[src/sv/hrl_pkg.sv]
// shared types and constants for the http reply length parser
// no dependencies; used by the top level and its port checker
`default_nettype none

package hrl_pkg;

  // parse phase codes as seen on phase_o
  localparam logic [1:0] PHASE_STATUS = 2'd0;
  localparam logic [1:0] PHASE_NAME   = 2'd1;
  localparam logic [1:0] PHASE_VALUE  = 2'd2;
  localparam logic [1:0] PHASE_BODY   = 2'd3;

  // characters the parser reacts to
  localparam logic [7:0] CHAR_LF    = 8'h0A;
  localparam logic [7:0] CHAR_COLON = 8'h3A;
  localparam logic [7:0] CHAR_SPACE = 8'h20;
  localparam logic [7:0] CHAR_TAB   = 8'h09;
  localparam logic [7:0] CHAR_CR    = 8'h0D;
  localparam logic [7:0] CHAR_PLUS  = 8'h2B;
  localparam logic [7:0] CHAR_MINUS = 8'h2D;
  localparam logic [7:0] CHAR_ZERO  = 8'h30;
  localparam logic [7:0] CHAR_NINE  = 8'h39;

  // header name to look for, "Content-Length"
  localparam int unsigned KEY_LEN = 14;
  localparam logic [3:0]  KEY_LAST = 4'(KEY_LEN);

  // value saturation limit
  localparam logic [30:0] VALUE_MAX = 31'h7FFF_FFFF;

  // token characters for codes 0..127, bit n marks code n
  localparam logic [127:0] TCHAR_BITS = {
    32'h57FF_FFFF, 32'hC7FF_FFFE, 32'h03FF_6CFA, 32'h0000_0000
  };

  function automatic logic [7:0] key_char(input logic [3:0] pos);
    logic [7:0] ch;
    case (pos)
      4'd0:    ch = 8'h43; // C
      4'd1:    ch = 8'h6F; // o
      4'd2:    ch = 8'h6E; // n
      4'd3:    ch = 8'h74; // t
      4'd4:    ch = 8'h65; // e
      4'd5:    ch = 8'h6E; // n
      4'd6:    ch = 8'h74; // t
      4'd7:    ch = 8'h2D; // -
      4'd8:    ch = 8'h4C; // L
      4'd9:    ch = 8'h65; // e
      4'd10:   ch = 8'h6E; // n
      4'd11:   ch = 8'h67; // g
      4'd12:   ch = 8'h74; // t
      4'd13:   ch = 8'h68; // h
      default: ch = 8'h00;
    endcase
    return ch;
  endfunction

  function automatic logic token_char(input logic [7:0] c);
    return !c[7] && TCHAR_BITS[c[6:0]];
  endfunction

  // one result item
  typedef struct packed {
    logic [1:0]  phase;
    logic        header_complete;
    logic [31:0] header_length;
    logic [30:0] content_length;
    logic [31:0] reply_length;
  } result_t;

endpackage

`default_nettype wire

[src/sv/http_reply_length_parser.sv]
// http reply length parser top level: byte-wise header scanner with result skid
// depends on hrl_pkg
`default_nettype none

// Takes one reply byte per transfer and returns one result per byte showing
// the parser after that byte: phase, header-complete flag, header length,
// the last Content-Length value and the total reply length. A byte with
// start_of_reply_i set restarts the parser before it is handled. Each byte
// is folded into the parser registers in the cycle it is accepted, so the
// block takes one byte every clock while in_stall_o is low; the result is
// registered with it. A two-entry output stage (output register plus skid
// register) keeps input transfers going for one more byte while a result is
// stalled; in_stall_o rises only once both entries are full. Byte and reply
// lengths are LENGTH_BITS wide internally and saturate at all ones; the
// ports carry their low 32 bits. Chunked bodies are not handled: body bytes
// change nothing.
module http_reply_length_parser #(
  parameter int unsigned LENGTH_BITS = 32
) (
  input  wire logic        clk_i,
  input  wire logic        rst_ni,
  input  wire logic [7:0]  data_byte_i,
  input  wire logic        start_of_reply_i,
  input  wire logic        in_valid_i,
  output      logic        in_stall_o,
  output      logic        out_valid_o,
  input  wire logic        out_stall_i,
  output      logic [1:0]  phase_o,
  output      logic        header_complete_o,
  output      logic [31:0] header_length_o,
  output      logic [30:0] content_length_o,
  output      logic [31:0] reply_length_o
);

  localparam int unsigned LB    = LENGTH_BITS;
  // sum wide enough for length plus a 31-bit content length and a carry
  localparam int unsigned SUM_W = ((LB > 31) ? LB : 31) + 1;
  // view of the lengths at least 32 bits wide for the ports
  localparam int unsigned EXT_W = (LB > 32) ? LB : 32;
  localparam logic [LB-1:0] LEN_MAX = '1;

  typedef enum logic [1:0] {
    PH_STATUS = hrl_pkg::PHASE_STATUS,
    PH_NAME   = hrl_pkg::PHASE_NAME,
    PH_VALUE  = hrl_pkg::PHASE_VALUE,
    PH_BODY   = hrl_pkg::PHASE_BODY
  } phase_e;

  typedef enum logic [1:0] {
    VM_SKIP   = 2'd0,
    VM_DIGITS = 2'd1,
    VM_DONE   = 2'd2
  } vmode_e;

  // parser registers
  phase_e         phase_q, phase_d;
  logic [3:0]     match_pos_q, match_pos_d;
  logic           matched_q, matched_d;
  logic           nonempty_q, nonempty_d;
  vmode_e         vmode_q, vmode_d;
  logic           negative_q, negative_d;
  logic [30:0]    acc_q, acc_d;
  logic [LB-1:0]  byte_cnt_q, byte_cnt_d;
  logic [30:0]    content_val_q, content_val_d;
  logic [LB-1:0]  total_len_q, total_len_d;

  // output stage
  logic              out_valid_q, out_valid_d;
  logic              skid_valid_q, skid_valid_d;
  hrl_pkg::result_t  out_q, out_d;
  hrl_pkg::result_t  skid_q, skid_d;
  hrl_pkg::result_t  result;

  logic in_xfer;
  logic out_free;

  // byte classification
  logic [7:0]  c;
  logic        c_lf;
  logic        c_digit;
  logic        c_space;
  logic        c_sign;
  logic [3:0]  pos_eff;
  logic [3:0]  pos_next;
  logic [34:0] acc_mul;
  logic [SUM_W-1:0] reply_sum;
  logic [EXT_W-1:0] cnt_ext;
  logic [EXT_W-1:0] reply_ext;

  assign in_stall_o = skid_valid_q;
  assign in_xfer    = in_valid_i && !skid_valid_q;
  assign out_free   = !out_valid_q || !out_stall_i;

  assign c       = data_byte_i;
  assign c_lf    = (c == hrl_pkg::CHAR_LF);
  assign c_digit = (c >= hrl_pkg::CHAR_ZERO) && (c <= hrl_pkg::CHAR_NINE);
  assign c_space = (c == hrl_pkg::CHAR_SPACE) ||
                   ((c >= hrl_pkg::CHAR_TAB) && (c <= hrl_pkg::CHAR_CR));
  assign c_sign  = (c == hrl_pkg::CHAR_PLUS) || (c == hrl_pkg::CHAR_MINUS);

  // next parser state for the byte on the input
  always_comb begin
    // start of a new reply clears everything before the byte is taken
    if (start_of_reply_i) begin
      phase_d       = PH_STATUS;
      match_pos_d   = '0;
      matched_d     = 1'b0;
      nonempty_d    = 1'b0;
      vmode_d       = VM_SKIP;
      negative_d    = 1'b0;
      acc_d         = '0;
      byte_cnt_d    = '0;
      content_val_d = '0;
      total_len_d   = LEN_MAX;
    end else begin
      phase_d       = phase_q;
      match_pos_d   = match_pos_q;
      matched_d     = matched_q;
      nonempty_d    = nonempty_q;
      vmode_d       = vmode_q;
      negative_d    = negative_q;
      acc_d         = acc_q;
      byte_cnt_d    = byte_cnt_q;
      content_val_d = content_val_q;
      total_len_d   = total_len_q;
    end

    // streaming substring match on the name
    pos_eff  = (match_pos_d >= hrl_pkg::KEY_LAST) ? 4'd0 : match_pos_d;
    if (c == hrl_pkg::key_char(pos_eff)) begin
      pos_next = pos_eff + 4'd1;
    end else begin
      pos_next = (c == hrl_pkg::key_char(4'd0)) ? 4'd1 : 4'd0;
    end

    // acc * 10 + digit
    acc_mul = {1'b0, acc_d, 3'b000} + {3'b000, acc_d, 1'b0} + {31'd0, c[3:0]};

    if (phase_d != PH_BODY) begin
      if (byte_cnt_d != LEN_MAX) begin
        byte_cnt_d = byte_cnt_d + LB'(1);
      end
    end

    reply_sum = SUM_W'(byte_cnt_d) + SUM_W'(content_val_d);

    unique case (phase_d)
      PH_STATUS: begin
        if (c_lf) begin
          phase_d = PH_NAME;
        end
      end
      PH_NAME: begin
        if (hrl_pkg::token_char(c)) begin
          nonempty_d = 1'b1;
          if (pos_next == hrl_pkg::KEY_LAST) begin
            matched_d   = 1'b1;
            match_pos_d = '0;
          end else begin
            match_pos_d = pos_next;
          end
        end else if (c == hrl_pkg::CHAR_COLON) begin
          phase_d     = PH_VALUE;
          nonempty_d  = 1'b0;
          match_pos_d = '0;
        end else if (c_lf && !nonempty_d) begin
          // blank line: header done, fix the reply length
          phase_d = PH_BODY;
          if (reply_sum[SUM_W-1:LB] != '0) begin
            total_len_d = LEN_MAX;
          end else begin
            total_len_d = reply_sum[LB-1:0];
          end
        end
      end
      PH_VALUE: begin
        if (c_lf) begin
          if (matched_d) begin
            content_val_d = negative_d ? 31'd0 : acc_d;
          end
          phase_d     = PH_NAME;
          match_pos_d = '0;
          matched_d   = 1'b0;
          nonempty_d  = 1'b0;
          vmode_d     = VM_SKIP;
          negative_d  = 1'b0;
          acc_d       = '0;
        end else begin
          case (vmode_d)
            VM_SKIP: begin
              if (c_sign) begin
                negative_d = (c == hrl_pkg::CHAR_MINUS);
                vmode_d    = VM_DIGITS;
              end else if (c_digit) begin
                vmode_d = VM_DIGITS;
                acc_d   = (acc_mul[34:31] != '0) ? hrl_pkg::VALUE_MAX : acc_mul[30:0];
              end else if (!c_space) begin
                vmode_d = VM_DONE;
              end
            end
            VM_DIGITS: begin
              if (c_digit) begin
                acc_d = (acc_mul[34:31] != '0) ? hrl_pkg::VALUE_MAX : acc_mul[30:0];
              end else begin
                vmode_d = VM_DONE;
              end
            end
            default: begin
              // parse stopped, rest of the value is ignored
            end
          endcase
        end
      end
      PH_BODY: begin
        // body bytes leave everything frozen
      end
      default: begin
      end
    endcase
  end

  // result for the byte being taken
  assign cnt_ext   = EXT_W'(byte_cnt_d);
  assign reply_ext = EXT_W'(total_len_d);

  always_comb begin
    result.phase           = phase_d;
    result.header_complete = (phase_d == PH_BODY);
    result.header_length   = cnt_ext[31:0];
    result.content_length  = content_val_d;
    result.reply_length    = reply_ext[31:0];
  end

  // output register with one skid entry behind it
  always_comb begin
    out_valid_d  = out_valid_q;
    skid_valid_d = skid_valid_q;
    out_d        = out_q;
    skid_d       = skid_q;
    if (out_free) begin
      if (skid_valid_q) begin
        out_d        = skid_q;
        out_valid_d  = 1'b1;
        skid_valid_d = 1'b0;
      end else begin
        out_d       = result;
        out_valid_d = in_xfer;
      end
    end else if (in_xfer) begin
      skid_d       = result;
      skid_valid_d = 1'b1;
    end
  end

  always_ff @(posedge clk_i or negedge rst_ni) begin
    if (!rst_ni) begin
      phase_q       <= PH_STATUS;
      match_pos_q   <= '0;
      matched_q     <= 1'b0;
      nonempty_q    <= 1'b0;
      vmode_q       <= VM_SKIP;
      negative_q    <= 1'b0;
      acc_q         <= '0;
      byte_cnt_q    <= '0;
      content_val_q <= '0;
      total_len_q   <= LEN_MAX;
      out_valid_q   <= 1'b0;
      skid_valid_q  <= 1'b0;
    end else begin
      if (in_xfer) begin
        phase_q       <= phase_d;
        match_pos_q   <= match_pos_d;
        matched_q     <= matched_d;
        nonempty_q    <= nonempty_d;
        vmode_q       <= vmode_d;
        negative_q    <= negative_d;
        acc_q         <= acc_d;
        byte_cnt_q    <= byte_cnt_d;
        content_val_q <= content_val_d;
        total_len_q   <= total_len_d;
      end
      out_valid_q  <= out_valid_d;
      skid_valid_q <= skid_valid_d;
    end
  end

  // result payload, no reset needed
  always_ff @(posedge clk_i) begin
    out_q  <= out_d;
    skid_q <= skid_d;
  end

  assign out_valid_o       = out_valid_q;
  assign phase_o           = out_q.phase;
  assign header_complete_o = out_q.header_complete;
  assign header_length_o   = out_q.header_length;
  assign content_length_o  = out_q.content_length;
  assign reply_length_o    = out_q.reply_length;

endmodule

`default_nettype wire

[config.mk]
export PLATFORM = sky130hd
export DESIGN_NAME = http_reply_length_parser
export DESIGN_NICKNAME = d
export VERILOG_FILES = /design/src/sv/hrl_pkg.sv /design/src/sv/http_reply_length_parser.sv
export SDC_FILE = /design/constraint.sdc
export NUM_CORES = 1
export LEC_CHECK = 0
export ABC_AREA = 0
export ABC_CLOCK_PERIOD_IN_PS = 9330
export BUFFER_PORTS_ARGS = -buffer_cell sky130_fd_sc_hd__buf_2
export CORE_AREA = 3 3 185 187
export CTS_CLUSTER_DIAMETER = 40
export DETAILED_ROUTE_END_ITERATION = 8
export DIE_AREA = 0 0 188 190
export PLACE_DENSITY = 0.74
export SETUP_SLACK_MARGIN = 0.5
export SYNTH_ARGS = -nofsm -noshare
export SYNTH_HDL_FRONTEND = slang
export SYNTH_SLANG_ARGS = --single-unit
export TNS_END_PERCENT = 20
[constraint.sdc]
create_clock -name clk_i -period 9.33 [get_ports clk_i]
set_clock_uncertainty 0.1 [all_clocks]
set_input_delay 0.933 -clock clk_i [delete_from_list [all_inputs] [get_ports clk_i]]
set_output_delay 0.933 -clock clk_i [all_outputs]
set_load 0.03 [all_outputs]
---- Word-level counts from Yosys, hierarchy flattened ----
Memories as Yosys holds them, arrays and structs flattened.
Cells that the tools add are included.
cells by class
  add/subtract/negate cells ............... 5
  $lt $le $gt $ge ......................... 6
  equal/unequal tests ..................... 14
  muxes and demuxes ....................... 64
  bitwise logic cells ..................... 1
  reduce and logical (&&, ||, !) cells .... 19
operators by type and width
  kind                   number
  $mux 31                11
  $mux 32                9
  $mux 98                1
  $pmux 31 s2            1
  $add 34x32->35         1
  $add 35x4->35          1
  $add 32x31->33         1
  $add 32x1->32 const B  1
  $eq 8x6->1 const B     4
  $ne 32x32->1 const B   1
  $mux 4                 7
  $mux 2                 12
  $mux 1                 18
  $eq 8x4->1 const B     1
  $eq 8x7->1 const B     1
  $eq 8x8->1             1
  $ge 8x4->1 const B     1
  $ge 8x6->1 const B     1
  $le 8x4->1 const B     1
  $le 8x6->1 const B     1
  $lt 7x8->1 const B     1
  $pmux 2 s2             2
  $pmux 4 s2             1
  $logic_and 1x1->1      5
  other kinds (15)       25
storage, ports and cells
  flip-flop bits (word level) ............. 335
  memory bits (read-only) ................. 240
  input bits .............................. 13
  output and inout port bits .............. 100
  memories kept ........................... 2
memory list
  name             depth  bits a word  rd ports  clocked after Yosys merged registers in  write ports  RTL line       source
  (no name shown)  128    1            1         0                                        0            hrl_pkg.sv:59  return !c[7] && TCHAR_BITS[c[6:0]];
  (no name shown)  16     7            1         0                                        0            hrl_pkg.sv:38  case (pos)

---- Depth between registers and ports, before layout ----
Gate-level depths: netlist (run 1).
  depth after elaboration ................. 11
  depth in mapped cells ................... 24
  depth with buffers taken out ............ 21

---- Worst setup path before layout (run 1) ----
Ideal clock, no wire load.
  path kind ............................... input port to flip-flop
  start ................................... in out_stall_i
  end ..................................... reg skid_q[0] (netlist bit), enable pin
  library setup time ...................... 556 ps
  data arrival time ....................... 7549 ps
  path slack .............................. 1124 ps
  cell stages on the path ................. 2
  buffers on the path ..................... 0
  cells stage by stage .................... nand2_1 -> nor2_1
between the ends
  word-level cells in the longest chain between the ends .. 4
RTL lines
  item                        RTL line                         source
  start: declaration          http_reply_length_parser.sv:27   input wire logic out_stall_i,
  $logic_not 1->1             http_reply_length_parser.sv:92   assign out_free = !out_valid_q || !out_stall_i;
  $logic_or 1x1->1            http_reply_length_parser.sv:92
  $not 1->1 (no line)         -
  $reduce_and 2->1 (no line)  -
  end signal: assignment      http_reply_length_parser.sv:290  skid_q <= skid_d;
  end: declaration            http_reply_length_parser.sv:71   hrl_pkg::result_t skid_q, skid_d;
No other way between the ends.
A chain may end at the register's enable or synchronous reset.

---- Worst setup path in the final report (run 1) ----
  start ................................... in start_of_reply_i
  end ..................................... reg out_q (netlist bit reply_length_o[25]), data pin
between the ends
  word-level cells in the longest chain between the ends .. 11
  elaborated cells on any way between the ends .. 20
  classes of those cells .................. 2 x add/sub; 3 x eq/ne; 13 x mux; 2 x reduce/logical
RTL lines
  item                                                  RTL line                                                          source
  start: declaration                                    http_reply_length_parser.sv:23                                    input wire logic start_of_reply_i,
  $mux 32                                               http_reply_length_parser.sv:104                                   if (start_of_reply_i) begin
  $add 32x1->32 / $ne 32x32->1 (equally long branches)  http_reply_length_parser.sv:141, http_reply_length_parser.sv:140
  $mux 32                                               http_reply_length_parser.sv:140                                   if (byte_cnt_d != LEN_MAX) begin
  $mux 32 *                                             http_reply_length_parser.sv:139                                   if (phase_d != PH_BODY) begin
  via byte_cnt_d[7]                                     http_reply_length_parser.sv:63                                    logic [LB-1:0] byte_cnt_q, byte_cnt_d;
  $add 32x31->33 *                                      http_reply_length_parser.sv:145                                   reply_sum = SUM_W'(byte_cnt_d) + SUM_W'(content_val_d);
  $mux 32 *                                             http_reply_length_parser.sv:169                                   if (reply_sum[SUM_W-1:LB] != '0) begin
  $mux 32 *                                             http_reply_length_parser.sv:166                                   end else if (c_lf && !nonempty_d) begin
  $mux 32 *                                             http_reply_length_parser.sv:162                                   end else if (c == hrl_pkg::CHAR_COLON) begin
  $mux 32 *                                             http_reply_length_parser.sv:154                                   if (hrl_pkg::token_char(c)) begin
  $mux 32 *                                             http_reply_length_parser.sv:147                                   unique case (phase_d)
  $mux 98 *                                             http_reply_length_parser.sv:241                                   if (skid_valid_q) begin
  end signal: assignment                                http_reply_length_parser.sv:289                                   out_q <= out_d;
  end: declaration                                      http_reply_length_parser.sv:70                                    hrl_pkg::result_t out_q, out_d;
Mark *: on every way through the listed nets, which the timed path passes. The rest lies on a longest branch.

==> results of run 1 <==
## layer usage
metal  wire [µm]  vias up
li1            -     7472
met1       22000     7609
met4        1520        0
met3        3350       97
met2       23700      653
met5           0        -
## sequential cells by signal, summed over array words and instances (netlist names), 4 cells and up
register	count
content_length_o	31
byte_cnt_q	32
acc_q	31
skid_q	98
header_length_o	32
reply_length_o	32
content_val_q	31
match_pos_q	4
total_len_q	32
## per-stage QoR
stage	cells	util [%]	setup slack, ns
floorplan	2053	-	1.12
global placement	2518	62.8	2.56
detailed placement	2518	62.8	2.36
CTS	2590	66.8	2.88
global route	2590	66.8	2.23
finish	2590	66.8	2.75
## critical path: cells and delay by family
| kind | cells | cell delay, ns |
|---|---|---|
| and+or+nand+nor | 5 | 1.28 |
| adders and majority gates | 2 | 0.70 |
| xor gates and xnor gates | 1 | 0.20 |
| AOI/OAI and AO/OA | 9 | 2.63 |
| buffers and inverters | 3 | 0.93 |
## report_power, final
group	total [mW]	internal, mW	switching, mW
combinational	0.304	0.0733	0.231
sequential	1.67	1.64	0.0266
clock	1.53	0.899	0.633
total	3.50	2.61	0.890
## kinds of logic after synthesis
group / after synthesis / synth area share [%]
xor+xnor: 89 / 3.98
mux: 51 / 2.87
buf+inv: 174 / 3.52
flops: 335 / 48.0
compound gates: 479 / 16.3
simple gates: 818 / 18.5
fa+ha+maj: 107 / 6.91
## cell type report
cell class	count	area [µm²]
Sequential cell	335	9410
Timing Repair Buffer	131	712
Tap cell	442	553
Clock inverter	25	230
Clock buffer	47	1080
Multi-Input combinational cell	1544	9550
Fill cell	2564	10800
Inverter	66	248
## layout by cell type (no fill, tap or decap), types with 11 or more instances in the layout
cell type	netlist	final
sky130_fd_sc_hd__a21o_1	26	26
sky130_fd_sc_hd__ha_1	105	105
sky130_fd_sc_hd__o31ai_1	59	59
sky130_fd_sc_hd__dfrtp_1	107	106
sky130_fd_sc_hd__xnor2_1	53	53
sky130_fd_sc_hd__o41ai_1	26	26
sky130_fd_sc_hd__inv_1	65	65
sky130_fd_sc_hd__edfxtp_1	196	196
sky130_fd_sc_hd__nand3_1	27	27
sky130_fd_sc_hd__o211ai_1	11	11
sky130_fd_sc_hd__nor3_1	25	25
sky130_fd_sc_hd__nand2b_1	15	14
sky130_fd_sc_hd__buf_4	2	20
sky130_fd_sc_hd__a211oi_1	12	12
sky130_fd_sc_hd__clkbuf_16	0	42
sky130_fd_sc_hd__nor2b_1	48	47
sky130_fd_sc_hd__xor2_1	36	36
sky130_fd_sc_hd__and3_1	11	11
sky130_fd_sc_hd__nand2_1	369	368
sky130_fd_sc_hd__mux2_2	42	42
sky130_fd_sc_hd__buf_2	11	110
sky130_fd_sc_hd__dfstp_2	32	32
sky130_fd_sc_hd__a21oi_1	110	109
sky130_fd_sc_hd__o21ai_0	129	128
sky130_fd_sc_hd__nor2_1	240	239
sky130_fd_sc_hd__nand4_1	19	19
## path summary, 6_finish.rpt
path / from / to / slack [ns] / cells after the start
setup / recovery: start_of_reply_i / reply_length_o[25] / 2.75 / 20
hold / removal: rst_ni / match_pos_q[3] / 0.34 / 1
setup reg to reg: byte_cnt_q[5] / reply_length_o[25] / 3.36 / 18
hold reg to reg: content_val_q[12] / content_val_q[12] / 0.37 / 2
max in group asynchronous: rst_ni / content_val_q[5] / 7.37 / 2
min in group clk_i: content_val_q[12] / content_val_q[12] / 0.37 / 2
==> results summary, run 1 <==
The count of nets left with antenna violations once routing finished came out at 0. The area growth from synthesis to layout is 11.1%. The clock transition at the registers of the reported paths is 0.07 ns. The first global-routing pass estimated a little over 80,000 µm of wire.

The critical path goes through buf_4 > inv_1 > nand2_1 > inv_1 > ha_1 > a31oi_2 > and4_1 > nand3_1 > xor2_1 > nor2_1 > ha_1 > a211oi_2 > o211ai_2 > a221oi_2 > a21oi_2 > o211ai_2 > a21oi_1 > o41a_2 > nor3_1 > o31ai_1. Entering global routing, the biggest net connects about 90 pins. The fmax came out at roughly 0.15 GHz. The power per standard cell area came out at 161 mW/mm².

The overall routing resource usage is 28.2%. The synthesized netlist net count is 2,173. The setup path with the least slack is of type primary input to register. The setup violation total in the final timing report is 0.

TritonCTS built the clock tree. The net count of the finished layout is 2,238. The number of antenna violations at the first check in global routing came out at 0. For this run, the number of Yosys warnings is 0. The hold violation count in the final report came to 0. Counting flops and latches in the post-synthesis netlist gives 335. For this design, the slowest cell found on the critical path is sky130_fd_sc_hd__o41a_2. The data required time of the critical path is 9.48 ns. The chip height is 190 µm.

The vias after detailed routing is 15.8k. Summed over all layers, the routed wires come to 50,600 µm. The synthesized instance count is 2,053. The tightest hold path in the finished design has a slack of 0.338 ns. The data arrival time of the critical path is around 6.7 ns. The design draws between 3 and 4 mW. The synthesized design spends more area on one cell type than any other, namely sky130_fd_sc_hd__edfxtp_1. The number of H-tree levels came out at 2. The distinct cell type count of the synthesized netlist is 89. The synthesized design devotes to its leading area cell type 30.0% of total area. For this design the static power due to leakage is 9.24 nW. STA classifies the critical path endpoint as a register. The floorplan step defined a die boundary enclosing ~0.036 mm².

Buffers inserted to repair hold after CTS numbered 0. The count of boundary I/O pins is roughly 110. Setup repair after global routing left no endpoint under its margin. The number of buffers created by CTS came out at 40. The number of enable flip-flop cells after synthesis came out at 196. The actual transition at the worst max-transition pin came out at 1.12 ns. Yosys attributes the largest share of cell area to sky130_fd_sc_hd__edfxtp_1 (30%), sky130_fd_sc_hd__dfrtp_1 (14%), sky130_fd_sc_hd__nand2_1 (7.1%), sky130_fd_sc_hd__ha_1 (6.7%), sky130_fd_sc_hd__nor2_1 (4.6%). The estimated wirelength of the detail-placed design is 35,400 µm. The time the final worst path needs with I/O delays and setup is 6.58 ns. After synthesis, flip-flops and latches occupy 48.0% of the total area.

The area of the placeable core is 0.0326 mm². The worst setup path is launched from a primary input. Cells with a size suffix above 1 make up 14.5% of the layout. The row count is 66. The number of inserted diodes came out at 0. For met2 alone, demand over resource in global routing was 45.5%. The average via count per standard cell came out at 6.11. For met3 alone, demand over resource in global routing was 2.99%. The worst slew slack as a fraction of its limit came out at 25.2%. The period utilization is 70.6%.

The routability congestion estimate from global placement is 0.964. The largest fanout on the critical path is 61. The maximum vdd ir drop came out at 0.117 mV. The die outline width came out at 188 µm. Sorting the synthesized cells by how often they occur yields sky130_fd_sc_hd__nand2_1 (369), sky130_fd_sc_hd__nor2_1 (240), sky130_fd_sc_hd__edfxtp_1 (196). The final sum of negative setup slack is 0 ns. Port buffering added 112 buffers. The longest clock path from root to sink contains 3 buffers. The post-cts sizing count is 0. The final global-route overflow total came out at 0.

The clock latency reported for the late side of the worst-skew pair came out at 0.53 ns. The cell chosen for the clock root is sky130_fd_sc_hd__clkbuf_16. The total non-filler cell area in the finished layout is around 0.022 mm².

In this run, the number of DRC markers left after iteration 0 of detailed routing was 1,638. In this run the mean area of a mapped cell was 9.55 µm². The maximum cell stage delay along the critical path is 0.69 ns.

Post-CTS timing repair inserted 0 buffers for setup. The number of global-route vias before repair is 15.0k. The number of detailed-routing iterations run before antenna repair came out at 7.

Once the floorplan was initialized, standard cells occupied 60.1% of the core. The remaining design rule violation count is 0. Max-cap violations in this run came to 0. The post-synthesis instance area is 0.0196 mm². The post-synthesis async set-or-reset flop share is 41.5%.

The detail-routed net length per standard cell is 19.5 µm. The path category of the worst min-delay check is primary input to asynchronous set/reset pin. The dominant cell by count in the synthesized netlist is sky130_fd_sc_hd__nand2_1. The number of max-slew violations in the final report came out at 0.

The cell area reported after detailed placement is 0.0205 mm². CTS saw between 300 and 400 sinks. The global routing's busiest layer is met2. The met1 global-route usage came out at 40.4%. The run finished with clean final reports. The main flop type after synthesis is sky130_fd_sc_hd__edfxtp_1.
(Power assumes the default switching activity.)
==> inputs of run 2 (changes only) <==
Settings changed: ABC_CLOCK_PERIOD_IN_PS 9330 to 6800.
Clock period 9.33 ns to 6.8 ns, I/O delays scaled along.
==> run 2 against run 1 <==
- global-route usage grew 0.090 points
- combinational power grew 37%
- final area is 0.45% higher
- wire length rose by 0.79%
- sequential power rose by 37%
- sequential cell count unchanged
- first-iteration DRC count is 19% lower
- worst setup slack got worse by 1.5 ns
- clock power increased by 43%
- non-clock buffer count rose by 5
- critical path type unchanged
- highest routed layer unchanged
==> results summary, run 2 (same netlist as run 1, synthesis figures left out) <==
Outcome: completed (unchanged). The sequential cell area in the final layout came out at 0.00941 mm² (unchanged). The worst slew slack as a fraction of its limit came out at 30.3% (was 25.2%). The number of cell instances on the worst register-to-register path is 19 (was 18). The internal power came out at 3.67 mW (was 2.61 mW). The number of sinks driven by the clock tree is 335 (unchanged). The fraction of layout cells with a size suffix above 1 came out at 14.6% (was 14.5%).

The number of detailed-routing iterations run before antenna repair was 7 (unchanged). The overall power of the completed layout came out at 4.90 mW (was 3.50 mW). The net count of the finished layout came out at 2,244 (was 2,238). The area of combinational cells with multiple inputs was 0.00955 mm² (about the same).

The cell chosen for the clock root is sky130_fd_sc_hd__clkbuf_16 (unchanged). The kind of start point of the critical path is a primary input (unchanged). The number of antenna violations at the first check in global routing came to 0 (unchanged). Cell-by-cell listing of the critical path: buf_4 > inv_1 > buf_4 > nand3_1 > nor4_1 > a31oi_2 > and4_1 > nand3_1 > xor2_1 > nor2_1 > ha_1 > a211oi_2 > o211ai_2 > a221oi_2 > a21oi_2 > o211ai_2 > a21oi_1 > o41a_1 > buf_4 > nor3_1 > o31ai_1 (was buf_4 > inv_1 > nand2_1 > inv_1 > ha_1 > a31oi_2 > and4_1 > nand3_1 > xor2_1 > nor2_1 > ha_1 > a211oi_2 > o211ai_2 > a221oi_2 > a21oi_2 > o211ai_2 > a21oi_1 > o41a_2 > nor3_1 > o31ai_1). The chip height was 190 µm (unchanged). The post-cts sizing count came out at 0 (unchanged). The classification of the worst setup path is primary input to register (unchanged).

The maximum clock insertion buffer count came out at 3 (unchanged). The count of placed standard cells including taps is 2,523 (was 2,518). The number of max-slew violations in the final report is 0 (unchanged). The area of the placeable core came to 0.0326 mm² (unchanged). The number of max-cap violations is 0 (unchanged). The final sum of negative setup slack was 0 ns (unchanged). The reg2reg setup slack is 1.26 ns (was 3.36 ns). The worst setup timing slack at the placement stage was 0.720 ns (was 2.36 ns).

The starting density of the core came out at 60.1% (unchanged). The synthesis-to-layout area growth is 11.6% (was 11.1%). The count of boundary I/O pins is 113 (unchanged). The number of nets with antenna violations after routing came to 0 (unchanged). The worst reg2reg path startpoint is byte_cnt_q[5] (unchanged). The data arrival time of the critical path was 5.71 ns (was 6.73 ns). The number of inserted diodes was 0 (unchanged).

The final cell count without fillers is 2,599 (was 2,590). Of the available clock period, the critical path in the final layout requires between 80% and 90%. The CTS tree was built (unchanged). The critical path capture point type was a register (unchanged). The final worst-path setup slack is 1.25 ns (was 2.75 ns). Top library cells by usage in the layout, fill and taps aside: sky130_fd_sc_hd__nand2_1 (368), sky130_fd_sc_hd__nor2_1 (239), sky130_fd_sc_hd__edfxtp_1 (196) (unchanged). The post-CTS setup repair buffer count came out at 0 (unchanged). The path category of the worst min-delay check is primary input to asynchronous set/reset pin (unchanged). The power per standard cell area is 224 mW/mm² (was 161 mW/mm²). The clock latency reported for the late side of the worst-skew pair is 0.54 ns (was 0.53 ns). The actual transition at the worst max-transition pin is 1.05 ns (was 1.12 ns). The number of buffers created by CTS came to 41 (was 40).

The clock network fraction of design power came out at 44.8% (was 43.7%). The minimum hold slack is 0.0323 ns (was 0.338 ns). The die outline width is 188 µm (unchanged).

The switching component of the power is 1.23 mW (was 0.890 mW). The number of H-tree levels is 2 (unchanged). Counting stages on the worst path, the most repeated cell is sky130_fd_sc_hd__buf_4. The data required time of the critical path is 6.96 ns (was 9.48 ns). The standard cell with the maximum stage delay on the critical path is sky130_fd_sc_hd__a221oi_2 (was sky130_fd_sc_hd__o41a_2). The hold violation count in the final report is 0 (unchanged). The fill cell instance count of the final layout was 2,600 (was 2,564). The maximum vdd ir drop is 0.169 mV (was 0.117 mV). The part of the total power dissipated in sequential elements came out at 46.7% (was 47.6%). The vias after detailed routing came out at 15.8k (about the same). The setup violation total in the final timing report came out at 0 (unchanged).

The proportion of total power due to net switching came out at 25.1% (was 25.4%). The number of flip-flops in the largest register is 98 (unchanged). The endpoint of the most critical register-to-register path is reply_length_o[25] (unchanged). The leading cell type in the layout, fill and taps excluded was sky130_fd_sc_hd__nand2_1 (unchanged). The total detailed-routing wirelength was 51,000 µm (was 50,600 µm). The number of global-route vias before repair came out at 15.0k (about the same). Setup repair after global routing missed its margin: no (unchanged). The maximum cell stage delay along the critical path came to 0.43 ns (was 0.69 ns). The estimated wirelength of the detail-placed design was 35,800 µm (was 35,400 µm). The cell area reported after detailed placement is 0.0205 mm² (about the same). The total non-filler cell area in the finished layout was 0.0219 mm² (was 0.0218 mm²). The final core utilization came out at 67.1% (was 66.8%). The routability congestion estimate from global placement is 0.931 (was 0.964). The fmax is roughly 0.18 GHz.

The final global-route overflow total came out at 0 (unchanged). The average via count per standard cell came out at 6.08 (was 6.11). The row count is 66 (unchanged).

The routed design could run at a clock period as short as 5.55 ns. The remaining design rule violation count is 0 (unchanged). The register bank with the most flops is skid_q (unchanged). The detail-routed net length per standard cell is 19.6 µm (was 19.5 µm). The quantity of I/O buffers inserted on ports is 112 (unchanged). The combinational group share of total power came out at 8.5% (was 8.7%). The clock transition at the registers of the reported paths came to 0.06 ns (was 0.07 ns).

The overall routing resource usage is 28.3% (was 28.2%). The hold buffer count at CTS is 0 (unchanged). The die area came out at 0.0357 mm² (unchanged). The violation count after the first detailed-route iteration came to 1,323 (was 1,638). The pin count of the biggest net entering global routing is 97 (was 91). The largest fanout on the critical path is 34 (was 61).

The static leakage power came out at 9.29 nW (was 9.24 nW). The global-route wire length before repair is 81,700 µm (was 81,800 µm).
run 2: worst max-delay path by stage:
stage          cells after the start                 end  slack (ns)        startpoint
2_1_floorplan                      6           skid_q[0]        0.63        in_stall_o
3_3_place_gp                      20  reply_length_o[29]        0.86  start_of_reply_i
3_5_place_dp                      21  reply_length_o[25]        0.72  start_of_reply_i
4_1_cts                           19  reply_length_o[25]        1.27     byte_cnt_q[5]
5_1_grt                           21  reply_length_o[25]        0.83  start_of_reply_i
6_report                          21  reply_length_o[25]        1.25  start_of_reply_i
run 2: critical path: cells and delay by family:
kind / cells / cell delay, ns
AO/OA/AOI/OAI: 9 / 2.00
adder cells (fa/ha/maj): 1 / 0.39
buffers and inverters: 4 / 0.82
XOR/XNOR: 1 / 0.21
AND/OR/NAND/NOR: 6 / 1.60
run 2: area by class of cell:
class                      instances  area share, %
clock inverter                    22           1.07
multi-input combinational       1544           43.7
timing repair buffer             136           3.42
sequential                       335           43.0
tap                              442           2.53
inverter                          66           1.13
clock buffer                      54           5.20
run 2: power by group through the flow:
stage          combinational (mW)  clock (mW)  sequential [mW]
6_report                    0.415        2.19             2.29
3_5_place_dp                0.417           0             2.33
5_1_grt                     0.445        2.30             2.30
3_3_place_gp                0.414           0             2.32
2_1_floorplan               0.168           0             2.43
4_1_cts                     0.419        2.21             2.29
run 2: per-layer routing:
layer / vias up / track usage (%) / part of all wire, %
met3: 92 / 3.48 / 6.0
li1: 7506 / - / -
met5: - / 0 / 0
met2: 580 / 46.0 / 47
met4: 0 / 9.73 / 3.5
met1: 7615 / 39.6 / 44
